`src/rtl/sfl_pkg.sv`:
```
package sfl_pkg;

   localparam int LIST_DEPTH = 16;
   localparam int VALUE_BITS = 16;
   localparam int IDX_W      = $clog2(LIST_DEPTH);
   localparam int COUNT_W    = $clog2(LIST_DEPTH + 1);
   localparam int CAP_W      = 5;
   localparam int CAP_RESET  = 16;
   localparam int CMP_W      = (COUNT_W > CAP_W) ? COUNT_W : CAP_W;
   localparam int MODE_W     = 2;
   localparam int STATUS_W   = 3;
   localparam int NORM_W     = VALUE_BITS + 1;
   localparam int PROD_W     = 2 * NORM_W;

   typedef enum logic [MODE_W-1:0] {
      MODE_INSERT = 2'd0,
      MODE_REMOVE = 2'd1,
      MODE_SEARCH = 2'd2,
      MODE_SHOW   = 2'd3
   } mode_type;

   typedef enum logic [STATUS_W-1:0] {
      ST_OK        = 3'd0,
      ST_FULL      = 3'd1,
      ST_DUP       = 3'd2,
      ST_NOT_FOUND = 3'd3,
      ST_ZERO_DEN  = 3'd4,
      ST_EMPTY     = 3'd5
   } status_type;

   typedef enum logic [1:0] {
      RD_PTR,
      RD_PTR_DEC,
      RD_PTR_INC
   } rd_sel_type;

   typedef enum logic [2:0] {
      PTR_HOLD,
      PTR_CLEAR,
      PTR_INC,
      PTR_DEC,
      PTR_LOAD_FILL
   } ptr_op_type;

   typedef enum logic [3:0] {
      S_IDLE,
      S_DECODE,
      S_SCAN_RD,
      S_SCAN_MUL,
      S_SCAN_CMP,
      S_DECIDE,
      S_INS_CHK,
      S_INS_RD,
      S_INS_WR,
      S_INS_NEW,
      S_DEL_CHK,
      S_DEL_RD,
      S_DEL_WR,
      S_SHOW_RD,
      S_SHOW_OUT,
      S_DONE
   } state_type;

   typedef struct packed {
      logic       load_op;
      ptr_op_type ptr_op;
      logic       rd_en;
      rd_sel_type rd_sel;
      logic       mul_en;
      logic       cmp_en;
      logic       pos_load;
      logic       wr_shift;
      logic       wr_new;
      logic       fill_inc;
      logic       fill_dec;
      logic       rsp_load;
      status_type rsp_status;
      logic       rsp_found;
      logic       rsp_entry;
      logic       rsp_last;
   } sfl_cmd_type;

   typedef struct packed {
      mode_type mode;
      logic     den_zero;
      logic     cnt_zero;
      logic     full;
      logic     cmp_lt;
      logic     hit;
      logic     ptr_gt_pos;
      logic     ptr_inc_lt_cnt;
      logic     rsp_free;
   } sfl_stat_type;

endpackage

```
`src/rtl/sfl_ctrl.sv`:
```
module sfl_ctrl import sfl_pkg::*; (
   input  logic         clock,
   input  logic         reset,
   input  logic         req_valid,
   output logic         req_ready,
   input  sfl_stat_type stat,
   output sfl_cmd_type  cmd
);

   state_type  state_ff, state_in;
   status_type status_ff, status_in;
   logic       found_ff, found_in;

   always_ff @(posedge clock) begin
      if (reset) begin
         state_ff <= S_IDLE;
      end else begin
         state_ff <= state_in;
      end
   end

   always_ff @(posedge clock) begin
      status_ff <= status_in;
      found_ff  <= found_in;
   end

   always_comb begin
      state_in = state_ff;
      case (state_ff)
         S_IDLE: begin
            if (req_valid) state_in = S_DECODE;
         end
         S_DECODE: begin
            if (stat.mode == MODE_SHOW) begin
               state_in = stat.cnt_zero ? S_DONE : S_SHOW_RD;
            end else if (stat.den_zero) begin
               state_in = S_DONE;
            end else if (stat.mode == MODE_INSERT && stat.full) begin
               state_in = S_DONE;
            end else if (stat.cnt_zero) begin
               state_in = S_DECIDE;
            end else begin
               state_in = S_SCAN_RD;
            end
         end
         S_SCAN_RD:  state_in = S_SCAN_MUL;
         S_SCAN_MUL: state_in = S_SCAN_CMP;
         S_SCAN_CMP: begin
            if (stat.cmp_lt && stat.ptr_inc_lt_cnt) state_in = S_SCAN_RD;
            else state_in = S_DECIDE;
         end
         S_DECIDE: begin
            case (stat.mode)
               MODE_INSERT: state_in = stat.hit ? S_DONE : S_INS_CHK;
               MODE_REMOVE: state_in = stat.hit ? S_DEL_CHK : S_DONE;
               default:     state_in = S_DONE;
            endcase
         end
         S_INS_CHK: state_in = stat.ptr_gt_pos ? S_INS_RD : S_INS_NEW;
         S_INS_RD:  state_in = S_INS_WR;
         S_INS_WR:  state_in = S_INS_CHK;
         S_INS_NEW: state_in = S_DONE;
         S_DEL_CHK: state_in = stat.ptr_inc_lt_cnt ? S_DEL_RD : S_DONE;
         S_DEL_RD:  state_in = S_DEL_WR;
         S_DEL_WR:  state_in = S_DEL_CHK;
         S_SHOW_RD: state_in = S_SHOW_OUT;
         S_SHOW_OUT: begin
            if (stat.rsp_free) state_in = stat.ptr_inc_lt_cnt ? S_SHOW_RD : S_IDLE;
         end
         S_DONE: begin
            if (stat.rsp_free) state_in = S_IDLE;
         end
         default: state_in = S_IDLE;
      endcase
   end

   always_comb begin
      cmd        = '0;
      cmd.ptr_op = PTR_HOLD;
      cmd.rd_sel = RD_PTR;
      req_ready  = 1'b0;
      status_in  = status_ff;
      found_in   = found_ff;
      case (state_ff)
         S_IDLE: begin
            req_ready = 1'b1;
            if (req_valid) begin
               cmd.load_op = 1'b1;
               cmd.ptr_op  = PTR_CLEAR;
            end
         end
         S_DECODE: begin
            status_in = ST_OK;
            found_in  = 1'b0;
            if (stat.mode == MODE_SHOW) begin
               if (stat.cnt_zero) status_in = ST_EMPTY;
            end else if (stat.den_zero) begin
               status_in = ST_ZERO_DEN;
            end else if (stat.mode == MODE_INSERT && stat.full) begin
               status_in = ST_FULL;
            end
         end
         S_SCAN_RD: begin
            cmd.rd_en = 1'b1;
         end
         S_SCAN_MUL: begin
            cmd.mul_en = 1'b1;
         end
         S_SCAN_CMP: begin
            cmd.cmp_en = 1'b1;
            if (stat.cmp_lt) cmd.ptr_op = PTR_INC;
         end
         S_DECIDE: begin
            cmd.pos_load = 1'b1;
            case (stat.mode)
               MODE_INSERT: begin
                  if (stat.hit) status_in = ST_DUP;
                  else cmd.ptr_op = PTR_LOAD_FILL;
               end
               MODE_REMOVE: begin
                  if (!stat.hit) status_in = ST_NOT_FOUND;
               end
               default: begin
                  found_in = stat.hit;
               end
            endcase
         end
         S_INS_RD: begin
            cmd.rd_en  = 1'b1;
            cmd.rd_sel = RD_PTR_DEC;
         end
         S_INS_WR: begin
            cmd.wr_shift = 1'b1;
            cmd.ptr_op   = PTR_DEC;
         end
         S_INS_NEW: begin
            cmd.wr_new   = 1'b1;
            cmd.fill_inc = 1'b1;
         end
         S_DEL_CHK: begin
            if (!stat.ptr_inc_lt_cnt) cmd.fill_dec = 1'b1;
         end
         S_DEL_RD: begin
            cmd.rd_en  = 1'b1;
            cmd.rd_sel = RD_PTR_INC;
         end
         S_DEL_WR: begin
            cmd.wr_shift = 1'b1;
            cmd.ptr_op   = PTR_INC;
         end
         S_SHOW_RD: begin
            cmd.rd_en = 1'b1;
         end
         S_SHOW_OUT: begin
            if (stat.rsp_free) begin
               cmd.rsp_load   = 1'b1;
               cmd.rsp_status = ST_OK;
               cmd.rsp_entry  = 1'b1;
               cmd.rsp_last   = !stat.ptr_inc_lt_cnt;
               cmd.ptr_op     = PTR_INC;
            end
         end
         S_DONE: begin
            if (stat.rsp_free) begin
               cmd.rsp_load   = 1'b1;
               cmd.rsp_status = status_ff;
               cmd.rsp_found  = found_ff;
               cmd.rsp_last   = 1'b1;
            end
         end
         default: begin
            req_ready = 1'b0;
         end
      endcase
   end

endmodule

```
`src/rtl/sfl_dp.sv`:
```
module sfl_dp import sfl_pkg::*; (
   input  logic                         clock,
   input  logic                         reset,
   input  sfl_cmd_type                  cmd,
   output sfl_stat_type                 stat,
   input  logic [MODE_W-1:0]            req_mode,
   input  logic signed [VALUE_BITS-1:0] req_numerator,
   input  logic signed [VALUE_BITS-1:0] req_denominator,
   input  logic                         csr_we,
   input  logic [CAP_W-1:0]             csr_wdata,
   output logic                         rsp_valid,
   input  logic                         rsp_ready,
   output logic [STATUS_W-1:0]          rsp_status,
   output logic                         rsp_found,
   output logic signed [VALUE_BITS-1:0] rsp_entry_numerator,
   output logic signed [VALUE_BITS-1:0] rsp_entry_denominator,
   output logic                         rsp_last,
   output logic [COUNT_W-1:0]           rsp_entry_count
);

   logic [VALUE_BITS-1:0] num_mem [LIST_DEPTH];
   logic [VALUE_BITS-1:0] den_mem [LIST_DEPTH];

   mode_type                  mode_ff;
   logic [VALUE_BITS-1:0]     op_num_ff, op_den_ff;
   logic signed [NORM_W-1:0]  opn_ff, opd_ff, opn_in, opd_in;
   logic signed [NORM_W-1:0]  req_num_ext, req_den_ext;
   logic                      den_zero_ff;

   logic [VALUE_BITS-1:0]     rd_num_ff, rd_den_ff;
   logic signed [NORM_W-1:0]  ent_num_ext, ent_den_ext, en, ed;
   logic signed [PROD_W-1:0]  l_ff, r_ff, l_in, r_in;

   logic [COUNT_W-1:0]        ptr_ff, ptr_in, pos_ff, fill_ff;
   logic [COUNT_W-1:0]        rd_addr_wide;
   logic [IDX_W-1:0]          rd_addr, wr_addr;
   logic [VALUE_BITS-1:0]     wr_num, wr_den;
   logic                      wr_en;
   logic                      hit_ff;
   logic [CAP_W-1:0]          capacity_ff;
   logic [CMP_W-1:0]          cap_wide, fill_wide, depth_wide, cap_eff;
   logic [COUNT_W:0]          ptr_inc_wide;

   logic                      rsp_valid_ff;
   status_type                rsp_status_ff;
   logic                      rsp_found_ff, rsp_last_ff;
   logic [VALUE_BITS-1:0]     rsp_num_ff, rsp_den_ff;
   logic [COUNT_W-1:0]        rsp_count_ff;
   logic                      rsp_free;

   // Fractions are normalized to a positive denominator before cross-multiplying.
   assign req_num_ext = NORM_W'(req_numerator);
   assign req_den_ext = NORM_W'(req_denominator);
   assign opn_in = req_denominator[VALUE_BITS-1] ? -req_num_ext : req_num_ext;
   assign opd_in = req_denominator[VALUE_BITS-1] ? -req_den_ext : req_den_ext;

   always_ff @(posedge clock) begin
      if (cmd.load_op) begin
         mode_ff     <= mode_type'(req_mode);
         op_num_ff   <= req_numerator;
         op_den_ff   <= req_denominator;
         opn_ff      <= opn_in;
         opd_ff      <= opd_in;
         den_zero_ff <= (req_denominator == '0);
      end
   end

   always_comb begin
      case (cmd.rd_sel)
         RD_PTR_DEC: rd_addr_wide = ptr_ff - COUNT_W'(1);
         RD_PTR_INC: rd_addr_wide = ptr_ff + COUNT_W'(1);
         default:    rd_addr_wide = ptr_ff;
      endcase
   end

   assign rd_addr = rd_addr_wide[IDX_W-1:0];
   assign wr_addr = ptr_ff[IDX_W-1:0];
   assign wr_en   = cmd.wr_shift || cmd.wr_new;
   assign wr_num  = cmd.wr_new ? op_num_ff : rd_num_ff;
   assign wr_den  = cmd.wr_new ? op_den_ff : rd_den_ff;

   always_ff @(posedge clock) begin
      if (wr_en) begin
         num_mem[wr_addr] <= wr_num;
         den_mem[wr_addr] <= wr_den;
      end
   end

   always_ff @(posedge clock) begin
      if (cmd.rd_en) begin
         rd_num_ff <= num_mem[rd_addr];
         rd_den_ff <= den_mem[rd_addr];
      end
   end

   assign ent_num_ext = NORM_W'($signed(rd_num_ff));
   assign ent_den_ext = NORM_W'($signed(rd_den_ff));
   assign en   = rd_den_ff[VALUE_BITS-1] ? -ent_num_ext : ent_num_ext;
   assign ed   = rd_den_ff[VALUE_BITS-1] ? -ent_den_ext : ent_den_ext;
   assign l_in = en * opd_ff;
   assign r_in = opn_ff * ed;

   always_ff @(posedge clock) begin
      if (cmd.mul_en) begin
         l_ff <= l_in;
         r_ff <= r_in;
      end
   end

   always_comb begin
      case (cmd.ptr_op)
         PTR_CLEAR:     ptr_in = '0;
         PTR_INC:       ptr_in = ptr_ff + COUNT_W'(1);
         PTR_DEC:       ptr_in = ptr_ff - COUNT_W'(1);
         PTR_LOAD_FILL: ptr_in = fill_ff;
         default:       ptr_in = ptr_ff;
      endcase
   end

   always_ff @(posedge clock) begin
      if (reset) begin
         ptr_ff      <= '0;
         pos_ff      <= '0;
         fill_ff     <= '0;
         hit_ff      <= 1'b0;
         capacity_ff <= CAP_W'(CAP_RESET);
      end else begin
         ptr_ff <= ptr_in;
         if (cmd.pos_load) pos_ff <= ptr_ff;
         if (cmd.fill_inc) fill_ff <= fill_ff + COUNT_W'(1);
         else if (cmd.fill_dec) fill_ff <= fill_ff - COUNT_W'(1);
         if (cmd.load_op) hit_ff <= 1'b0;
         else if (cmd.cmp_en) hit_ff <= (l_ff == r_ff);
         if (csr_we) capacity_ff <= csr_wdata;
      end
   end

   assign cap_wide     = CMP_W'(capacity_ff);
   assign fill_wide    = CMP_W'(fill_ff);
   assign depth_wide   = CMP_W'(LIST_DEPTH);
   assign cap_eff      = (cap_wide > depth_wide) ? depth_wide : cap_wide;
   assign ptr_inc_wide = (COUNT_W + 1)'(ptr_ff) + (COUNT_W + 1)'(1);

   assign rsp_free = !rsp_valid_ff || rsp_ready;

   always_comb begin
      stat.mode           = mode_ff;
      stat.den_zero       = den_zero_ff;
      stat.cnt_zero       = (fill_ff == '0);
      stat.full           = (fill_wide >= cap_eff);
      stat.cmp_lt         = (l_ff < r_ff);
      stat.hit            = hit_ff;
      stat.ptr_gt_pos     = (ptr_ff > pos_ff);
      stat.ptr_inc_lt_cnt = (ptr_inc_wide < (COUNT_W + 1)'(fill_ff));
      stat.rsp_free       = rsp_free;
   end

   always_ff @(posedge clock) begin
      if (reset) begin
         rsp_valid_ff <= 1'b0;
      end else if (cmd.rsp_load) begin
         rsp_valid_ff <= 1'b1;
      end else if (rsp_ready) begin
         rsp_valid_ff <= 1'b0;
      end
   end

   always_ff @(posedge clock) begin
      if (cmd.rsp_load) begin
         rsp_status_ff <= cmd.rsp_status;
         rsp_found_ff  <= cmd.rsp_found;
         rsp_last_ff   <= cmd.rsp_last;
         rsp_num_ff    <= cmd.rsp_entry ? rd_num_ff : '0;
         rsp_den_ff    <= cmd.rsp_entry ? rd_den_ff : '0;
         rsp_count_ff  <= fill_ff;
      end
   end

   assign rsp_valid             = rsp_valid_ff;
   assign rsp_status            = rsp_status_ff;
   assign rsp_found             = rsp_found_ff;
   assign rsp_last              = rsp_last_ff;
   assign rsp_entry_numerator   = rsp_num_ff;
   assign rsp_entry_denominator = rsp_den_ff;
   assign rsp_entry_count       = rsp_count_ff;

`ifndef SYNTHESIS
   a_fill_bound: assert property (@(posedge clock) disable iff (reset)
      fill_ff <= COUNT_W'(LIST_DEPTH))
      else $error("Fill level exceeds list depth.");

   a_insert_room: assert property (@(posedge clock) disable iff (reset)
      cmd.fill_inc |-> (fill_wide < cap_eff))
      else $error("Insert committed on a full list.");

   a_write_range: assert property (@(posedge clock) disable iff (reset)
      wr_en |-> (ptr_ff < COUNT_W'(LIST_DEPTH)) && (ptr_ff <= fill_ff))
      else $error("Write pointer out of range.");

   a_rsp_slot: assert property (@(posedge clock) disable iff (reset)
      cmd.rsp_load |-> rsp_free)
      else $error("Result loaded over an item not yet taken.");

   a_remove_hit: assert property (@(posedge clock) disable iff (reset)
      cmd.fill_dec |-> hit_ff && !stat.cnt_zero)
      else $error("Remove committed without a matching entry.");
`endif

endmodule

```
`src/rtl/sorted_fraction_list.sv`:
```
// Each item is decoded first; a rejected item goes straight to its result. A search, remove or
// insert then scans the list, and each entry compared is read, multiplied (registered) and
// compared; an insert or remove then moves entries by a read and a write each.
// Show gives one result per entry while the consumer keeps up; one item is worked at a
// time and the next is taken in the cycle after the last result is loaded.
// Reset (synchronous, active high) empties the list and sets the capacity to 16.
module sorted_fraction_list import sfl_pkg::*; (
   input  logic                         clock,
   input  logic                         reset,
   input  logic                         req_valid,
   output logic                         req_ready,
   input  logic [MODE_W-1:0]            req_mode,
   input  logic signed [VALUE_BITS-1:0] req_numerator,
   input  logic signed [VALUE_BITS-1:0] req_denominator,
   output logic                         rsp_valid,
   input  logic                         rsp_ready,
   output logic [STATUS_W-1:0]          rsp_status,
   output logic                         rsp_found,
   output logic signed [VALUE_BITS-1:0] rsp_entry_numerator,
   output logic signed [VALUE_BITS-1:0] rsp_entry_denominator,
   output logic                         rsp_last,
   output logic [COUNT_W-1:0]           rsp_entry_count,
   input  logic                         csr_valid,
   output logic                         csr_ready,
   input  logic [CAP_W-1:0]             csr_wdata
);

   sfl_cmd_type  cmd;
   sfl_stat_type stat;

   assign csr_ready = 1'b1;

   sfl_ctrl u_ctrl (
      .clock     (clock),
      .reset     (reset),
      .req_valid (req_valid),
      .req_ready (req_ready),
      .stat      (stat),
      .cmd       (cmd)
   );

   sfl_dp u_dp (
      .clock                 (clock),
      .reset                 (reset),
      .cmd                   (cmd),
      .stat                  (stat),
      .req_mode              (req_mode),
      .req_numerator         (req_numerator),
      .req_denominator       (req_denominator),
      .csr_we                (csr_valid && csr_ready),
      .csr_wdata             (csr_wdata),
      .rsp_valid             (rsp_valid),
      .rsp_ready             (rsp_ready),
      .rsp_status            (rsp_status),
      .rsp_found             (rsp_found),
      .rsp_entry_numerator   (rsp_entry_numerator),
      .rsp_entry_denominator (rsp_entry_denominator),
      .rsp_last              (rsp_last),
      .rsp_entry_count       (rsp_entry_count)
   );

endmodule
```
`config.mk`:
```
export PLATFORM = sky130hd
export DESIGN_NAME = sorted_fraction_list
export DESIGN_NICKNAME = d
export VERILOG_FILES = /design/src/rtl/sfl_pkg.sv /design/src/rtl/sfl_ctrl.sv /design/src/rtl/sfl_dp.sv /design/src/rtl/sorted_fraction_list.sv
export SDC_FILE = /design/constraint.sdc
export NUM_CORES = 2
export LEC_CHECK = 0
export BUFFER_PORTS_ARGS = -buffer_cell sky130_fd_sc_hd__buf_2
export CAP_MARGIN = 40
export CORE_MARGIN = 10
export CORE_UTILIZATION = 40
export DETAILED_ROUTE_END_ITERATION = 12
export PLACE_DENSITY = 0.6
export RECOVER_POWER = 25
export SYNTH_ARGS = -nofsm -noshare
export SYNTH_HDL_FRONTEND = slang
export SYNTH_SLANG_ARGS = --single-unit
```
`constraint.sdc`:
```
create_clock -name clock -period 19.7 [get_ports clock]
set_clock_uncertainty 0.05 [all_clocks]
set_input_delay 2.955 -clock clock [delete_from_list [all_inputs] [get_ports clock]]
set_output_delay 2.955 -clock clock [all_outputs]
set_load 0.05 [all_outputs]
```
==> results.yml <==
cells_and_area:
  final_cell_mix: "inv_1 (745), edfxtp_1 (725), fa_1 (593)"
  final_common_cell: "inv_1"
  nets: 5124
  n_fill_cell: 12070
  fin_cells: 6082
  area_growth_pct: 10.25
  drive_gt1_share_pct: 9.866
timing:
  fin_setup_tns_ns: 0
  final.setup.worst_slack_ns: 10.98
  max_clock_freq_mhz: 114.7
  setup_violations: 0
  relSlewSlack_pct: -151.3
  fin_crit_ns: 8.717
  worst_slew_pin_slew_ns: 3.769
  drv_slew: 179
  hold_viol: 0
  rsz0062_at_grt: "false"
  period_share_pct: 44.25
  hold_slack_ns: 0.4042
global_routing:
  antenna_found_initial: 17
  grt_use_total_pct: 18.52
  grt_first_pass_wirelength_um: 207400
  grt_max_degree: 129
  grt_pass1_vias: 33650
  grt-ovfl-total: 0
floorplan:
  die_w_um: 382.8
  die_area_mm2: 0.1465
  io_pins: 89
  initial_core_util_pct: 40.14
  rows: 133
  die_h_um: 382.8
  coreArea_mm2: 0.1311
run_status:
  status: "complete, but fails checks"
  violations: "capacitance limit, slew limit"
synth:
  synthFlopType: "edfxtp_1"
  synth.avg_cell_area_um2: 12.66
  netlist.area_leader.share_pct: 41.36
  synth-async-reset-ratio_pct: 0
  ys_top_cells_by_area: "edfxtp_1 (41%), fa_1 (23%), ha_1 (5.5%), mux4_2 (5.5%), inv_1 (5.3%)"
  ys_ff_latch: 751
  synthesis.instances: 4158
  synth_edf_count: 725
  synth_area_leader_cell: "edfxtp_1"
  yosys_warnings: 0
  syn_area_mm2: 0.05264
  ys_types: 68
  seq_area_frac_synth_pct: 42.35
worst_setup_path:
  cpMaxStageDelayCell: "edfxtp_1"
  reg2reg_depth: 28
  r2r-start: "u_dp.rd_den_ff[0]$_DFFE_PP_"
  cp_data_arrival_time_ns: 9.09
  crit_start: "u_dp.rd_den_ff[0]$_DFFE_PP_"
  cpMostUsedCell: "fa_1"
  required_ns: 20.08
  reg2reg_slack_ns: 10.98
  critical_path.startpoint_type: "flop"
  reg2reg_to: "u_dp.r_ff[31]$_DFFE_PP_"
  worstSetupPathType: "flop to flop"
  cp_slowest_stage_delay_ns: 0.64
  crit_fanout: 18
  end_kind: "flop"
detailed_routing:
  antenna_left: 0
  post_drt_wl_per_cell_um: 22.22
  avgViaCountPerCell: 5.236
  via_count: 31840
  drc: 0
  dr.pass1.iters: 6
  first_iter_violations: 2858
  routed_wl_um: 135100
placement:
  dp_hpwl_um: 95370
  gp_congestion: 0.8563
  placedCellCount: 5930
  port_buffers: 87
  place_ws_ns: 11.02
clock_network:
  cts-resized-gates: 0
  cts_setup_buffers: 0
  path_clk_slew_ns: 0.06
  cts_hold_buf: 0
  numCtsBuffers: 79
  cts_root_buffer: "clkbuf_16"
  cts_max_path_buffers: 3
  clock_sinks: 751
  clk_latency_ns: 0.65
  cts_tree: "yes"
  htreeDepth: 3
flow_run:
  cap_violations: 6
worst_hold_path:
  hp-class: "flop to flop"
  min_from: "u_dp.pos_ff[3]$_SDFFE_PP0P_"
  min_to: "u_dp.pos_ff[3]$_SDFFE_PP0P_"
  hold_path_depth: 2
## critical path: cells and delay by family (launching register included)
kind	cells	cell delay [ns]
fa+ha+maj	7	3.27
flops	1	0.64
simple gates	6	1.62
compound gates	9	2.08
xor+xnor	1	0.29
buf+inv	5	0.58
## synth_stat cells, types with 92 or more instances
cell / number
a21oi_1: 115
and2_1: 267
clkbuf_1: 132
edfxtp_1: 725
fa_1: 593
ha_1: 231
inv_1: 745
mux4_2: 128
nand2_1: 343
nor2_1: 92
nor2b_1: 105
xnor2_1: 104
## layer usage
| layer | track usage [%] | wire length [µm] | share of wire, % |
|---|---|---|---|
| met5 | 0 | 59 | 0.044 |
| met2 | 29.56 | 62320 | 46 |
| met1 | 26.00 | 59030 | 44 |
| met4 | 4.746 | 3163 | 2.3 |
| met3 | 3.387 | 10540 | 7.8 |
## flip-flops by register name, summed over array words and instances, names as in the netlist, 16 cells and up
name	flops
u_dp.rd_den_ff	16
u_dp.opd_ff	17
u_dp.opn_ff	17
u_dp.rsp_entry_numerator	16
u_dp.rd_num_ff	16
u_dp.den_mem	256
u_dp.rsp_entry_denominator	16
u_dp.num_mem	256
u_dp.r_ff	34
u_dp.l_ff	34
## through the flow
step                      instance area [µm²]  util [%]
final                                   58030     44.26
after CTS                               58140     44.34
after global routing                    58020     44.24
after floorplan                         52700         -
after global placement                  55430     42.27
after detailed placement                55560     42.37
## worst max path at each step
stage / to / slack [ns]
3_3_place_gp: u_dp.r_ff[31]$_DFFE_PP_ / 10.97
6_report: u_dp.r_ff[31]$_DFFE_PP_ / 10.98
3_5_place_dp: u_dp.r_ff[31]$_DFFE_PP_ / 11.02
4_1_cts: u_dp.l_ff[32]$_DFFE_PP_ / 11.02
5_1_grt: u_dp.r_ff[31]$_DFFE_PP_ / 10.39
2_1_floorplan: u_dp.l_ff[32]$_DFFE_PP_ / 12.00
## cell type report
| cell class | instances | area (µm²) | area share (%) |
|---|---|---|---|
| inverters | 746 | 2800 | 4.825 |
| multi-input cells | 2516 | 27150 | 46.78 |
| well taps | 1755 | 2196 | 3.784 |
| clock inverters | 52 | 544.3 | 0.9379 |
| repair buffers | 162 | 1001 | 1.725 |
| flip-flops and latches | 751 | 22290 | 38.41 |
| diodes | 9 | 22.52 | 0.03881 |
| clock buffers | 91 | 2032 | 3.501 |
## kinds of logic (layout without fill, tap and decap cells)
kind of cell / Yosys count / count (layout) / share of synthesized area [%]
multiplexers: 200 / 200 / 6.917
adder cells (fa/ha/maj): 824 / 824 / 28.04
AND/OR/NAND/NOR: 968 / 968 / 9.392
buffers and inverters: 908 / 1051 / 6.542
AO/OA/AOI/OAI: 373 / 373 / 4.531
flip-flops: 751 / 751 / 42.35
other: 2 / 28 / 0.01427
XOR/XNOR: 132 / 132 / 2.211
Power is left out: the tool's default activity adds up to more than one toggle a clock period on the data nets, which glitch-free logic cannot reach.
